### src/hdl/bofg_pkg.sv
// ----------------------------------------------------------------------------
// bofg_pkg
// Shared types, register indexes and constants of the on/off flit source.
// ----------------------------------------------------------------------------
package bofg_pkg;

    // default sizing of the network
    localparam int unsigned DEF_NUM_VCS          = 4;
    localparam int unsigned DEF_NUM_NODES        = 1024;
    localparam int unsigned DEF_NODES_PER_ROUTER = 4;

    // fixed-point reciprocals used for the constant divisions
    localparam int unsigned RECIP_SHIFT = 24;
    localparam int unsigned RECIP_W     = 25;

    // configuration port
    localparam int unsigned CFG_IDX_W  = 4;
    localparam int unsigned CFG_DATA_W = 17;

    localparam logic [CFG_IDX_W-1:0] CFG_OFF_TO_ON      = 4'd0;
    localparam logic [CFG_IDX_W-1:0] CFG_ON_TO_OFF      = 4'd1;
    localparam logic [CFG_IDX_W-1:0] CFG_FLITS_PER_PKT  = 4'd2;
    localparam logic [CFG_IDX_W-1:0] CFG_SOURCE_ID      = 4'd3;

    // packet length limits
    localparam logic [4:0] MIN_FLITS = 5'd1;
    localparam logic [4:0] MAX_FLITS = 5'd16;

    // register reset values
    localparam logic [16:0] RST_ON_TO_OFF = 17'h10000;

    typedef struct packed {
        logic [16:0] off_to_on_threshold;
        logic [16:0] on_to_off_threshold;
        logic [4:0]  flits_per_packet;
        logic [9:0]  source_id;
    } cfg_regs_t;

    // one tick, with the destination decode filled in along the pipeline
    typedef struct packed {
        logic        slot_open;
        logic [15:0] random_first;
        logic [15:0] random_second;
        logic [7:0]  credit_ok;
        logic [31:0] packet_count;
        logic [31:0] flit_count;
        logic [9:0]  new_dest;
        logic [9:0]  dest_quot;
        logic [12:0] vc_quot;
        logic [9:0]  dest;
        logic [2:0]  vc;
        logic [7:0]  router;
    } item_t;

    typedef struct packed {
        logic        flit_valid;
        logic        head;
        logic        tail;
        logic [3:0]  flit_position;
        logic [9:0]  dest_node;
        logic [7:0]  dest_router;
        logic [2:0]  virtual_channel;
        logic [31:0] packet_id;
        logic [31:0] flit_id;
        logic [9:0]  source_node;
        logic        burst_started;
    } result_t;

endpackage

### src/hdl/bofg_tick_if.sv
// ----------------------------------------------------------------------------
// bofg_tick_if
// Per-cycle stimulus channel of the flit source.
// ----------------------------------------------------------------------------
interface bofg_tick_if;

    logic        valid;
    logic        ready;
    logic        slot_open;
    logic [15:0] random_first;
    logic [15:0] random_second;
    logic [9:0]  new_dest;
    logic [7:0]  credit_ok;
    logic [31:0] packet_count_in;
    logic [31:0] flit_count_in;

    modport source
    (
        output valid, slot_open, random_first, random_second, new_dest, credit_ok,
               packet_count_in, flit_count_in,
        input  ready
    );

    modport sink
    (
        input  valid, slot_open, random_first, random_second, new_dest, credit_ok,
               packet_count_in, flit_count_in,
        output ready
    );

endinterface

### src/hdl/bofg_flit_if.sv
// ----------------------------------------------------------------------------
// bofg_flit_if
// Result channel: one flit slot per tick.
// ----------------------------------------------------------------------------
interface bofg_flit_if;

    logic        valid;
    logic        ready;
    logic        flit_valid;
    logic        head;
    logic        tail;
    logic [3:0]  flit_position;
    logic [9:0]  dest_node;
    logic [7:0]  dest_router;
    logic [2:0]  virtual_channel;
    logic [31:0] packet_id;
    logic [31:0] flit_id;
    logic [9:0]  source_node;
    logic        burst_started;

    modport source
    (
        output valid, flit_valid, head, tail, flit_position, dest_node, dest_router,
               virtual_channel, packet_id, flit_id, source_node, burst_started,
        input  ready
    );

    modport sink
    (
        input  valid, flit_valid, head, tail, flit_position, dest_node, dest_router,
               virtual_channel, packet_id, flit_id, source_node, burst_started,
        output ready
    );

endinterface

### src/hdl/bofg_cfg_if.sv
// ----------------------------------------------------------------------------
// bofg_cfg_if
// Register write channel: register index and write data.
// ----------------------------------------------------------------------------
interface bofg_cfg_if;

    logic        valid;
    logic        ready;
    logic [3:0]  index;
    logic [16:0] data;

    modport source
    (
        output valid, index, data,
        input  ready
    );

    modport sink
    (
        input  valid, index, data,
        output ready
    );

endinterface

### src/hdl/bursty_onoff_flit_generator_core.sv
// ----------------------------------------------------------------------------
// bursty_onoff_flit_generator_core
// Two-state on/off bursty flit source for one network node.
// Path: a tick's result passes the input register, two destination decode
// stages and the result register before it is shown.
// Throughput: one tick per cycle while the flit channel does not stall.
// Reset: burst off, no destination, registers at their reset values.
// ----------------------------------------------------------------------------
module bursty_onoff_flit_generator_core #(
    parameter int unsigned NUM_VCS          = bofg_pkg::DEF_NUM_VCS,
    parameter int unsigned NUM_NODES        = bofg_pkg::DEF_NUM_NODES,
    parameter int unsigned NODES_PER_ROUTER = bofg_pkg::DEF_NODES_PER_ROUTER
) (
    input  logic         clk,
    input  logic         rst_n,
    bofg_tick_if.sink    tick,
    bofg_flit_if.source  flit,
    bofg_cfg_if.sink     cfg
);

    import bofg_pkg::*;

    cfg_regs_t cfg_regs_reg;
    item_t     in_item;
    item_t     dec_item;
    logic      dec_valid;
    logic      dec_take;
    result_t   res;

    // register writes are always taken
    assign cfg.ready = 1'b1;

    always_ff @(posedge clk or negedge rst_n)
    begin
        if (!rst_n)
        begin
            cfg_regs_reg.off_to_on_threshold <= '0;
            cfg_regs_reg.on_to_off_threshold <= RST_ON_TO_OFF;
            cfg_regs_reg.flits_per_packet    <= MIN_FLITS;
            cfg_regs_reg.source_id           <= '0;
        end
        else if (cfg.valid)
        begin
            unique case (cfg.index)
                CFG_OFF_TO_ON:     cfg_regs_reg.off_to_on_threshold <= cfg.data;
                CFG_ON_TO_OFF:     cfg_regs_reg.on_to_off_threshold <= cfg.data;
                CFG_FLITS_PER_PKT: cfg_regs_reg.flits_per_packet    <= cfg.data[4:0];
                CFG_SOURCE_ID:     cfg_regs_reg.source_id           <= cfg.data[9:0];
                default:
                begin
                end
            endcase
        end
    end

    // gather the tick payload
    always_comb
    begin
        in_item               = '0;
        in_item.slot_open     = tick.slot_open;
        in_item.random_first  = tick.random_first;
        in_item.random_second = tick.random_second;
        in_item.credit_ok     = tick.credit_ok;
        in_item.packet_count  = tick.packet_count_in;
        in_item.flit_count    = tick.flit_count_in;
        in_item.new_dest      = tick.new_dest;
    end

    bofg_dest_decode #(
        .NUM_VCS          (NUM_VCS),
        .NUM_NODES        (NUM_NODES),
        .NODES_PER_ROUTER (NODES_PER_ROUTER)
    ) u_dest_decode (
        .clk       (clk),
        .rst_n     (rst_n),
        .in_valid  (tick.valid),
        .in_ready  (tick.ready),
        .in_item   (in_item),
        .dec_valid (dec_valid),
        .dec_take  (dec_take),
        .dec_item  (dec_item)
    );

    bofg_source_step u_source_step (
        .clk        (clk),
        .rst_n      (rst_n),
        .cfg_regs   (cfg_regs_reg),
        .item_valid (dec_valid),
        .item_take  (dec_take),
        .item       (dec_item),
        .res_valid  (flit.valid),
        .res_ready  (flit.ready),
        .res        (res)
    );

    // result fields onto the flit channel
    assign flit.flit_valid      = res.flit_valid;
    assign flit.head            = res.head;
    assign flit.tail            = res.tail;
    assign flit.flit_position   = res.flit_position;
    assign flit.dest_node       = res.dest_node;
    assign flit.dest_router     = res.dest_router;
    assign flit.virtual_channel = res.virtual_channel;
    assign flit.packet_id       = res.packet_id;
    assign flit.flit_id         = res.flit_id;
    assign flit.source_node     = res.source_node;
    assign flit.burst_started   = res.burst_started;

endmodule

### src/hdl/bofg_dest_decode.sv
// ----------------------------------------------------------------------------
// bofg_dest_decode
// Input register and staged decode of the offered destination into
// node, injection VC and router number, with stall propagation.
// ----------------------------------------------------------------------------
module bofg_dest_decode #(
    parameter int unsigned NUM_VCS          = bofg_pkg::DEF_NUM_VCS,
    parameter int unsigned NUM_NODES        = bofg_pkg::DEF_NUM_NODES,
    parameter int unsigned NODES_PER_ROUTER = bofg_pkg::DEF_NODES_PER_ROUTER
) (
    input  logic            clk,
    input  logic            rst_n,
    input  logic            in_valid,
    output logic            in_ready,
    input  bofg_pkg::item_t in_item,
    output logic            dec_valid,
    input  logic            dec_take,
    output bofg_pkg::item_t dec_item
);

    import bofg_pkg::*;

    localparam int unsigned NODE_RECIP   =
        ((1 << RECIP_SHIFT) + NUM_NODES - 1) / NUM_NODES;
    localparam int unsigned ROUTER_RECIP =
        ((1 << RECIP_SHIFT) + NODES_PER_ROUTER - 1) / NODES_PER_ROUTER;

    logic  s1_valid_reg, s2_valid_reg, s3_valid_reg;
    item_t s1_reg, s2_reg, s3_reg;
    item_t s1_next, s2_next, s3_next;
    logic  free1, free2, free3;

    logic [12:0]          nd_scaled;
    logic [RECIP_W+9:0]   dq_prod;
    logic [RECIP_W+12:0]  vq_prod;
    logic [19:0]          qn;
    logic [12:0]          qv;
    logic [RECIP_W+9:0]   rt_prod;

    // stall chain: a stage may load when it is empty or its item moves on
    assign free3    = !s3_valid_reg || dec_take;
    assign free2    = !s2_valid_reg || free3;
    assign free1    = !s1_valid_reg || free2;
    assign in_ready = free1;

    // quotients by the node count, taken from the port
    always_comb
    begin
        nd_scaled = 13'(in_item.new_dest) * 13'(NUM_VCS);
        dq_prod   = (RECIP_W+10)'(in_item.new_dest) * (RECIP_W+10)'(NODE_RECIP);
        vq_prod   = (RECIP_W+13)'(nd_scaled) * (RECIP_W+13)'(NODE_RECIP);
        s1_next           = in_item;
        s1_next.dest_quot = 10'(dq_prod >> RECIP_SHIFT);
        s1_next.vc_quot   = 13'(vq_prod >> RECIP_SHIFT);
    end

    // remainder gives the node, quotient difference gives the vc
    always_comb
    begin
        qn = 20'(s1_reg.dest_quot) * 20'(NUM_NODES);
        qv = 13'(s1_reg.dest_quot) * 13'(NUM_VCS);
        s2_next      = s1_reg;
        s2_next.dest = 10'(20'(s1_reg.new_dest) - qn);
        s2_next.vc   = 3'(s1_reg.vc_quot - qv);
    end

    // router number of the decoded node
    always_comb
    begin
        rt_prod = (RECIP_W+10)'(s2_reg.dest) * (RECIP_W+10)'(ROUTER_RECIP);
        s3_next        = s2_reg;
        s3_next.router = 8'(rt_prod >> RECIP_SHIFT);
    end

    // stage valid bits
    always_ff @(posedge clk or negedge rst_n)
    begin
        if (!rst_n)
        begin
            s1_valid_reg <= 1'b0;
            s2_valid_reg <= 1'b0;
            s3_valid_reg <= 1'b0;
        end
        else
        begin
            if (free1)
            begin
                s1_valid_reg <= in_valid;
            end
            if (free2)
            begin
                s2_valid_reg <= s1_valid_reg;
            end
            if (free3)
            begin
                s3_valid_reg <= s2_valid_reg;
            end
        end
    end

    // stage payload
    always_ff @(posedge clk)
    begin
        if (free1 && in_valid)
        begin
            s1_reg <= s1_next;
        end
        if (free2 && s1_valid_reg)
        begin
            s2_reg <= s2_next;
        end
        if (free3 && s2_valid_reg)
        begin
            s3_reg <= s3_next;
        end
    end

    assign dec_valid = s3_valid_reg;
    assign dec_item  = s3_reg;

endmodule

### src/hdl/bofg_source_step.sv
// ----------------------------------------------------------------------------
// bofg_source_step
// On/off burst state, flit position and packet latches; builds one result
// per tick into the result register.
// ----------------------------------------------------------------------------
module bofg_source_step (
    input  logic              clk,
    input  logic              rst_n,
    input  bofg_pkg::cfg_regs_t cfg_regs,
    input  logic              item_valid,
    output logic              item_take,
    input  bofg_pkg::item_t   item,
    output logic              res_valid,
    input  logic              res_ready,
    output bofg_pkg::result_t res
);

    import bofg_pkg::*;

    logic        injecting_reg, injecting_next;
    logic [9:0]  cur_dest_reg, cur_dest_next;
    logic [2:0]  cur_vc_reg, cur_vc_next;
    logic [7:0]  cur_router_reg, cur_router_next;
    logic [3:0]  flit_index_reg, flit_index_next;
    logic [7:0]  latched_router_reg, latched_router_next;
    logic [31:0] latched_packet_id_reg, latched_packet_id_next;
    logic        res_valid_reg;
    result_t     res_reg, res_next;

    logic [4:0]  pkt_len;
    logic        fire;
    logic        begin_burst;
    logic        vc_ok_old;
    logic [3:0]  pos;
    logic        emit;
    logic        is_head;
    logic        is_tail;

    // a tick moves on when the result register is free or being drained
    assign item_take = !res_valid_reg || res_ready;
    assign fire      = item_valid && item_take;

    // packet length clamped to one..sixteen
    always_comb
    begin
        if (cfg_regs.flits_per_packet == 5'd0)
        begin
            pkt_len = MIN_FLITS;
        end
        else if (cfg_regs.flits_per_packet > MAX_FLITS)
        begin
            pkt_len = MAX_FLITS;
        end
        else
        begin
            pkt_len = cfg_regs.flits_per_packet;
        end
    end

    // burst decision, then flit emission
    always_comb
    begin
        injecting_next = injecting_reg;
        begin_burst    = 1'b0;
        vc_ok_old      = item.credit_ok[cur_vc_reg];

        if (item.slot_open)
        begin
            if (!injecting_reg)
            begin
                if ({1'b0, item.random_first} < cfg_regs.off_to_on_threshold)
                begin
                    injecting_next = 1'b1;
                    begin_burst    = 1'b1;
                end
            end
            else if (vc_ok_old)
            begin
                if ({1'b0, item.random_first} < cfg_regs.on_to_off_threshold)
                begin
                    if ({1'b0, item.random_second} < cfg_regs.off_to_on_threshold)
                    begin
                        begin_burst = 1'b1;
                    end
                    else
                    begin
                        injecting_next = 1'b0;
                    end
                end
            end
        end

        cur_dest_next   = begin_burst ? item.dest   : cur_dest_reg;
        cur_vc_next     = begin_burst ? item.vc     : cur_vc_reg;
        cur_router_next = begin_burst ? item.router : cur_router_reg;

        // stale position after a length change restarts the packet
        pos = ({1'b0, flit_index_reg} >= pkt_len) ? 4'd0 : flit_index_reg;

        emit    = (pos != 4'd0)
                  || (item.slot_open && injecting_next && item.credit_ok[cur_vc_next]);
        is_head = (pos == 4'd0);
        is_tail = ({1'b0, pos} == (pkt_len - 5'd1));

        latched_router_next    = latched_router_reg;
        latched_packet_id_next = latched_packet_id_reg;
        flit_index_next        = pos;
        if (emit)
        begin
            if (is_head)
            begin
                latched_router_next    = cur_router_next;
                latched_packet_id_next = item.packet_count;
            end
            flit_index_next = is_tail ? 4'd0 : pos + 4'd1;
        end

        res_next               = '0;
        res_next.burst_started = begin_burst;
        if (emit)
        begin
            res_next.flit_valid      = 1'b1;
            res_next.head            = is_head;
            res_next.tail            = is_tail;
            res_next.flit_position   = pos;
            res_next.dest_node       = cur_dest_next;
            res_next.dest_router     = latched_router_next;
            res_next.virtual_channel = cur_vc_next;
            res_next.packet_id       = latched_packet_id_next;
            res_next.flit_id         = item.flit_count;
            res_next.source_node     = cfg_regs.source_id;
        end
    end

    // source state
    always_ff @(posedge clk or negedge rst_n)
    begin
        if (!rst_n)
        begin
            injecting_reg         <= 1'b0;
            cur_dest_reg          <= '0;
            cur_vc_reg            <= '0;
            cur_router_reg        <= '0;
            flit_index_reg        <= '0;
            latched_router_reg    <= '0;
            latched_packet_id_reg <= '0;
        end
        else if (fire)
        begin
            injecting_reg         <= injecting_next;
            cur_dest_reg          <= cur_dest_next;
            cur_vc_reg            <= cur_vc_next;
            cur_router_reg        <= cur_router_next;
            flit_index_reg        <= flit_index_next;
            latched_router_reg    <= latched_router_next;
            latched_packet_id_reg <= latched_packet_id_next;
        end
    end

    // result register valid
    always_ff @(posedge clk or negedge rst_n)
    begin
        if (!rst_n)
        begin
            res_valid_reg <= 1'b0;
        end
        else if (item_take)
        begin
            res_valid_reg <= item_valid;
        end
    end

    // result register payload
    always_ff @(posedge clk)
    begin
        if (fire)
        begin
            res_reg <= res_next;
        end
    end

    assign res_valid = res_valid_reg;
    assign res       = res_reg;

endmodule
### src/flat_wrapper.sv
// flat-port wrapper written by rule: the top's interface ports become plain ports
module bursty_onoff_flit_generator_core_flat import bofg_pkg::*;
#(
    parameter int unsigned NUM_VCS          = bofg_pkg::DEF_NUM_VCS,
    parameter int unsigned NUM_NODES        = bofg_pkg::DEF_NUM_NODES,
    parameter int unsigned NODES_PER_ROUTER = bofg_pkg::DEF_NODES_PER_ROUTER
)
  (clk, rst_n, tick_valid, tick_slot_open, tick_random_first, tick_random_second, tick_new_dest, tick_credit_ok, tick_packet_count_in, tick_flit_count_in, tick_ready, flit_valid, flit_flit_valid, flit_head, flit_tail, flit_flit_position, flit_dest_node, flit_dest_router, flit_virtual_channel, flit_packet_id, flit_flit_id, flit_source_node, flit_burst_started, flit_ready, cfg_valid, cfg_index, cfg_data, cfg_ready);
  bofg_tick_if tick_i ();
  bofg_flit_if flit_i ();
  bofg_cfg_if cfg_i ();
  input  logic clk;
  input  logic rst_n;
  input wire logic [$bits(tick_i.valid)-1:0] tick_valid;
  input wire logic [$bits(tick_i.slot_open)-1:0] tick_slot_open;
  input wire logic [$bits(tick_i.random_first)-1:0] tick_random_first;
  input wire logic [$bits(tick_i.random_second)-1:0] tick_random_second;
  input wire logic [$bits(tick_i.new_dest)-1:0] tick_new_dest;
  input wire logic [$bits(tick_i.credit_ok)-1:0] tick_credit_ok;
  input wire logic [$bits(tick_i.packet_count_in)-1:0] tick_packet_count_in;
  input wire logic [$bits(tick_i.flit_count_in)-1:0] tick_flit_count_in;
  output wire logic [$bits(tick_i.ready)-1:0] tick_ready;
  output wire logic [$bits(flit_i.valid)-1:0] flit_valid;
  output wire logic [$bits(flit_i.flit_valid)-1:0] flit_flit_valid;
  output wire logic [$bits(flit_i.head)-1:0] flit_head;
  output wire logic [$bits(flit_i.tail)-1:0] flit_tail;
  output wire logic [$bits(flit_i.flit_position)-1:0] flit_flit_position;
  output wire logic [$bits(flit_i.dest_node)-1:0] flit_dest_node;
  output wire logic [$bits(flit_i.dest_router)-1:0] flit_dest_router;
  output wire logic [$bits(flit_i.virtual_channel)-1:0] flit_virtual_channel;
  output wire logic [$bits(flit_i.packet_id)-1:0] flit_packet_id;
  output wire logic [$bits(flit_i.flit_id)-1:0] flit_flit_id;
  output wire logic [$bits(flit_i.source_node)-1:0] flit_source_node;
  output wire logic [$bits(flit_i.burst_started)-1:0] flit_burst_started;
  input wire logic [$bits(flit_i.ready)-1:0] flit_ready;
  input wire logic [$bits(cfg_i.valid)-1:0] cfg_valid;
  input wire logic [$bits(cfg_i.index)-1:0] cfg_index;
  input wire logic [$bits(cfg_i.data)-1:0] cfg_data;
  output wire logic [$bits(cfg_i.ready)-1:0] cfg_ready;
  assign tick_i.valid = tick_valid;
  assign tick_i.slot_open = tick_slot_open;
  assign tick_i.random_first = tick_random_first;
  assign tick_i.random_second = tick_random_second;
  assign tick_i.new_dest = tick_new_dest;
  assign tick_i.credit_ok = tick_credit_ok;
  assign tick_i.packet_count_in = tick_packet_count_in;
  assign tick_i.flit_count_in = tick_flit_count_in;
  assign tick_ready = tick_i.ready;
  assign flit_valid = flit_i.valid;
  assign flit_flit_valid = flit_i.flit_valid;
  assign flit_head = flit_i.head;
  assign flit_tail = flit_i.tail;
  assign flit_flit_position = flit_i.flit_position;
  assign flit_dest_node = flit_i.dest_node;
  assign flit_dest_router = flit_i.dest_router;
  assign flit_virtual_channel = flit_i.virtual_channel;
  assign flit_packet_id = flit_i.packet_id;
  assign flit_flit_id = flit_i.flit_id;
  assign flit_source_node = flit_i.source_node;
  assign flit_burst_started = flit_i.burst_started;
  assign flit_i.ready = flit_ready;
  assign cfg_i.valid = cfg_valid;
  assign cfg_i.index = cfg_index;
  assign cfg_i.data = cfg_data;
  assign cfg_ready = cfg_i.ready;
  bursty_onoff_flit_generator_core #(.NUM_VCS(NUM_VCS), .NUM_NODES(NUM_NODES), .NODES_PER_ROUTER(NODES_PER_ROUTER)) u_core (.clk(clk), .rst_n(rst_n), .tick(tick_i), .flit(flit_i), .cfg(cfg_i));
endmodule
### config.mk
export PLATFORM = sky130hd
export DESIGN_NAME = bursty_onoff_flit_generator_core_flat
export DESIGN_NICKNAME = d
export VERILOG_FILES = /design/src/hdl/bofg_pkg.sv /design/src/hdl/bofg_tick_if.sv /design/src/hdl/bofg_flit_if.sv /design/src/hdl/bofg_cfg_if.sv /design/src/hdl/bursty_onoff_flit_generator_core.sv /design/src/hdl/bofg_dest_decode.sv /design/src/hdl/bofg_source_step.sv /design/src/flat_wrapper.sv
export SDC_FILE = /design/constraint.sdc
export NUM_CORES = 1
export LEC_CHECK = 0
export ABC_AREA = 1
export BUFFER_PORTS_ARGS = -buffer_cell sky130_fd_sc_hd__clkbuf_2
export CORE_MARGIN = 2
export CORE_UTILIZATION = 35
export DETAILED_ROUTE_END_ITERATION = 8
export GPL_TIMING_DRIVEN = 0
export PLACE_DENSITY = 0.52
export SKIP_CTS_REPAIR_TIMING = 1
export SLEW_MARGIN = 20
export SYNTH_ARGS = -nofsm -noshare
export SYNTH_HDL_FRONTEND = slang
export SYNTH_SLANG_ARGS = --single-unit
### constraint.sdc
create_clock -name clk -period 16.5 [get_ports clk]
set_input_delay 0 -clock clk [delete_from_list [all_inputs] [get_ports clk]]
set_output_delay 0 -clock clk [all_outputs]
set_load 0.02 [all_outputs]
==> flow_summary.yaml <==
critical_path:
  r2r-start: "u_core.cfg_regs_reg[10]$_DFFE_PN1P_"
  cp_cell_sequence: "nor3_1 -> inv_1 -> nor2_1 -> o21ai_0 -> inv_1 -> ha_1 -> inv_1 -> a21boi_1 -> o21a_1 -> o21ai_0 -> a21oi_1 -> nor2_1 -> inv_1 -> ha_1 -> nand2_1 -> inv_1 -> buf_2 -> buf_1 -> nand4_1 -> nand2_1 -> nor2_1"
  worst_path_largest_cell_delay_ns: 0.55
  rr_endpoint: "u_core.u_source_step.res[51]$_SDFFCE_PN0P_"
  crit_path_start_kind: "flip-flop"
  startpoint: "u_core.cfg_regs_reg[10]$_DFFE_PN1P_"
  crit_slowest_cell: "dfstp_2"
  cp.depth: 21
  arrival_ns: 4.65
  endpoint_kind: "flip-flop"
  path_class: "flip-flop to flip-flop"
  r2r_slack_ns: 12.19
  required_ns: 16.83
  worstRegToRegCells: 21
  crit_top_cell: "inv_1"
  cp_top_family: "buffers and inverters"
  crit_path_max_fanout: 10
  endpoint: "u_core.u_source_step.res[51]$_SDFFCE_PN0P_"
  path_buf_inv: 7
cts:
  cts_tree: "built"
  clock_latency_ns: 0.60
  cts.clk_slew.worst_paths_ns: 0.06
  h-tree-depth: 3
  cts.sinks: 567
  cts_buffer_depth: 3
  cts-root-buf: "clkbuf_16"
  numCtsBuffers: 66
sta:
  report.final.slew_viol_count: 0
  setup_viol: 0
  min_period_ns: 4.31
  setup_slack_ns: 12.19
  hold_ws_ns: -0.0443
  setup-tns-final_ns: 0
  slew-limit-headroom_pct: 41.1
  max_freq_mhz: 232
  worst_pin_slew_ns: 0.880
  fin_crit_sh_pct: 26.1
  finalHoldViolations: 7
  rsz0062_at_grt: "no"
  finClkSkew_ns: 0.0301
synthesis:
  synthCells: 1708
  synth_top_area_share_pct: 61.9
  synth_area_leader_cell: "edfxtp_1"
  ys_warn_count: 0
  ys_ff_latch: 567
  async_flop_share_pct: 21.0
  synth-main-ff-cell: "edfxtp_1"
  syn-cell-area_mm2: 0.0217
  synth.net_count: 1901
  synthTopCellsByArea: "edfxtp_1, dfrtp_1, nand2_1"
  ys_types: 38
  ys_seq_area_share_pct: 75.6
  avgSynthCellArea_um2: 12.7
  synth-edff-count: 448
detailed_routing:
  routed_wl_um: 49600
  vias: 13682
  drt_iter0_markers: 841
  avgViaCountPerCell: 4.46
  route.detailed.drc: 0
  drtPass1Iterations: 4
  wire_per_inst_um: 16.2
  detail-route-antenna-nets: 0
pwr:
  p_comb_share_pct: 28.6
  power_frac_seq_pct: 42.3
  power_switching_mw: 1.69
  internal-power_mw: 3.17
  power.share.clock_pct: 29.1
  p_sw_share_pct: 34.7
  power_density_mw_per_mm2: 174
  ir_drop_mv: 0.0933
  leakagePower_nw: 12.0
finish:
  drive_gt1_share_pct: 18.6
  multi_input_area_mm2: 0.00413
  fin_util_pct: 45.3
  fin_nets: 2365
  final_common_cell: "edfxtp_1"
  stdcell_area_mm2: 0.0279
  layout_common_cells: "edfxtp_1, nand2_1, clkbuf_2"
  register_area_mm2: 0.0164
  syn_to_final_growth_pct: 28.2
  filler_cell_count: 5583
place:
  place.gp.congestion: 0.846
  place_area_mm2: 0.0243
  place_hpwl_um: 33300
  place_ws_ns: 12.19
  io_buffer_count: 245
global_route:
  grt-ovfl-total: 0
  grt_use_total_pct: 15.5
  antenna_found_initial: 6
  grt_pass1_vias: 13283
  grt_max_degree: 79
  grt_pass1_wl_um: 75300
floorplanning:
  dieArea_mm2: 0.0641
  core.rowCount: 91
  die_w_um: 253
  start_util_pct: 35.3
  design.core.area_mm2: 0.0616
  die_y_um: 253
  io_pins: 247
status:
  violations: "hold timing"
  outcome: "finished with violations"
job:
  maxCapViolCount: 0
worst_hold_path:
  hp-class: "input port to flip-flop"
-- power groups by stage --
| stage | clock (mW) | sequential [mW] | combinational (mW) |
|---|---|---|---|
| 6_report | 1.41 | 2.06 | 1.39 |
| 2_1_floorplan | 0 | 2.20 | 0.753 |
| 4_1_cts | 1.46 | 2.06 | 1.38 |
| 3_5_place_dp | 0 | 2.08 | 1.38 |
| 5_1_grt | 1.51 | 2.09 | 1.57 |
| 3_3_place_gp | 0 | 2.10 | 1.33 |
-- cells in the mapped netlist (10+ instances only) --
cell,count
nand2_1,390
edfxtp_1,448
dfrtp_1,117
nand4_1,43
clkbuf_1,27
nand3_1,72
a21oi_1,57
inv_1,244
nor2_1,103
nor2_2,10
ha_1,52
o21ai_0,77
buf_2,19
-- cell type report --
type | count | share of cell area [%]
Antenna cell | 4 | 0.0359
Sequential cell | 567 | 58.9
Clock inverter | 39 | 1.22
Clock buffer | 83 | 6.38
Multi-Input combinational cell | 835 | 14.8
Buffer | 55 | 0.906
Tap cell | 837 | 3.76
Inverter | 251 | 3.43
Timing Repair Buffer | 396 | 10.5
-- metrics by stage --
stage	std cells	power, mW
detailed placement	2801	3.46
global route	3067	5.17
CTS	2923	4.90
global placement	2790	3.43
finish	3067	4.86
floorplan	1708	2.95
-- logic make-up after synthesis --
group | Yosys count | synth area share [%]
simple gates | 634 | 12.3
fa+ha+maj | 52 | 2.99
other cells | 1 | 0.0172
flops | 567 | 75.6
xor+xnor | 3 | 0.121
compound gates | 145 | 3.51
buf+inv | 306 | 5.48
-- per-layer routing --
| layer | vias to the layer above | track usage, % | part of all wire (%) |
|---|---|---|---|
| met5 | - | 0 | 0.022 |
| met4 | 2 | 5.66 | 2.0 |
| met3 | 73 | 4.27 | 5.8 |
| met1 | 6602 | 20.4 | 45 |
| li1 | 6679 | - | - |
| met2 | 326 | 24.6 | 47 |
-- how the worst min path moves through the flow --
stage | slack [ns] | startpoint | end | cells after the start
floorplan | -0.30 | rst_n | u_core.cfg_regs_reg[0]$_DFFE_PN0P_ | 0
global placement | 0.18 | tick_flit_count_in[13] | u_core.u_dest_decode.s1_reg[67]$_DFFE_PP_ | 1
CTS | -0.70 | rst_n | u_core.u_source_step.latched_packet_id_reg[26]$_DFFE_PN0P_ | 1
finish | -0.04 | cfg_index[1] | u_core.cfg_regs_reg[33]$_DFFE_PN0P_ | 5
detailed placement | -0.04 | rst_n | u_core.u_source_step.latched_packet_id_reg[26]$_DFFE_PN0P_ | 1
global route | 0.005 | cfg_index[1] | u_core.cfg_regs_reg[16]$_DFFE_PN0P_ | 5
-- worst min-delay path: stages --
cell and delay (ns):
clkbuf_2 0.09, nor2_1 0.06, nand3_1 0.21, nand2_1 0.07, o21ai_0 0.06
Power figures use the tool's default switching activity.
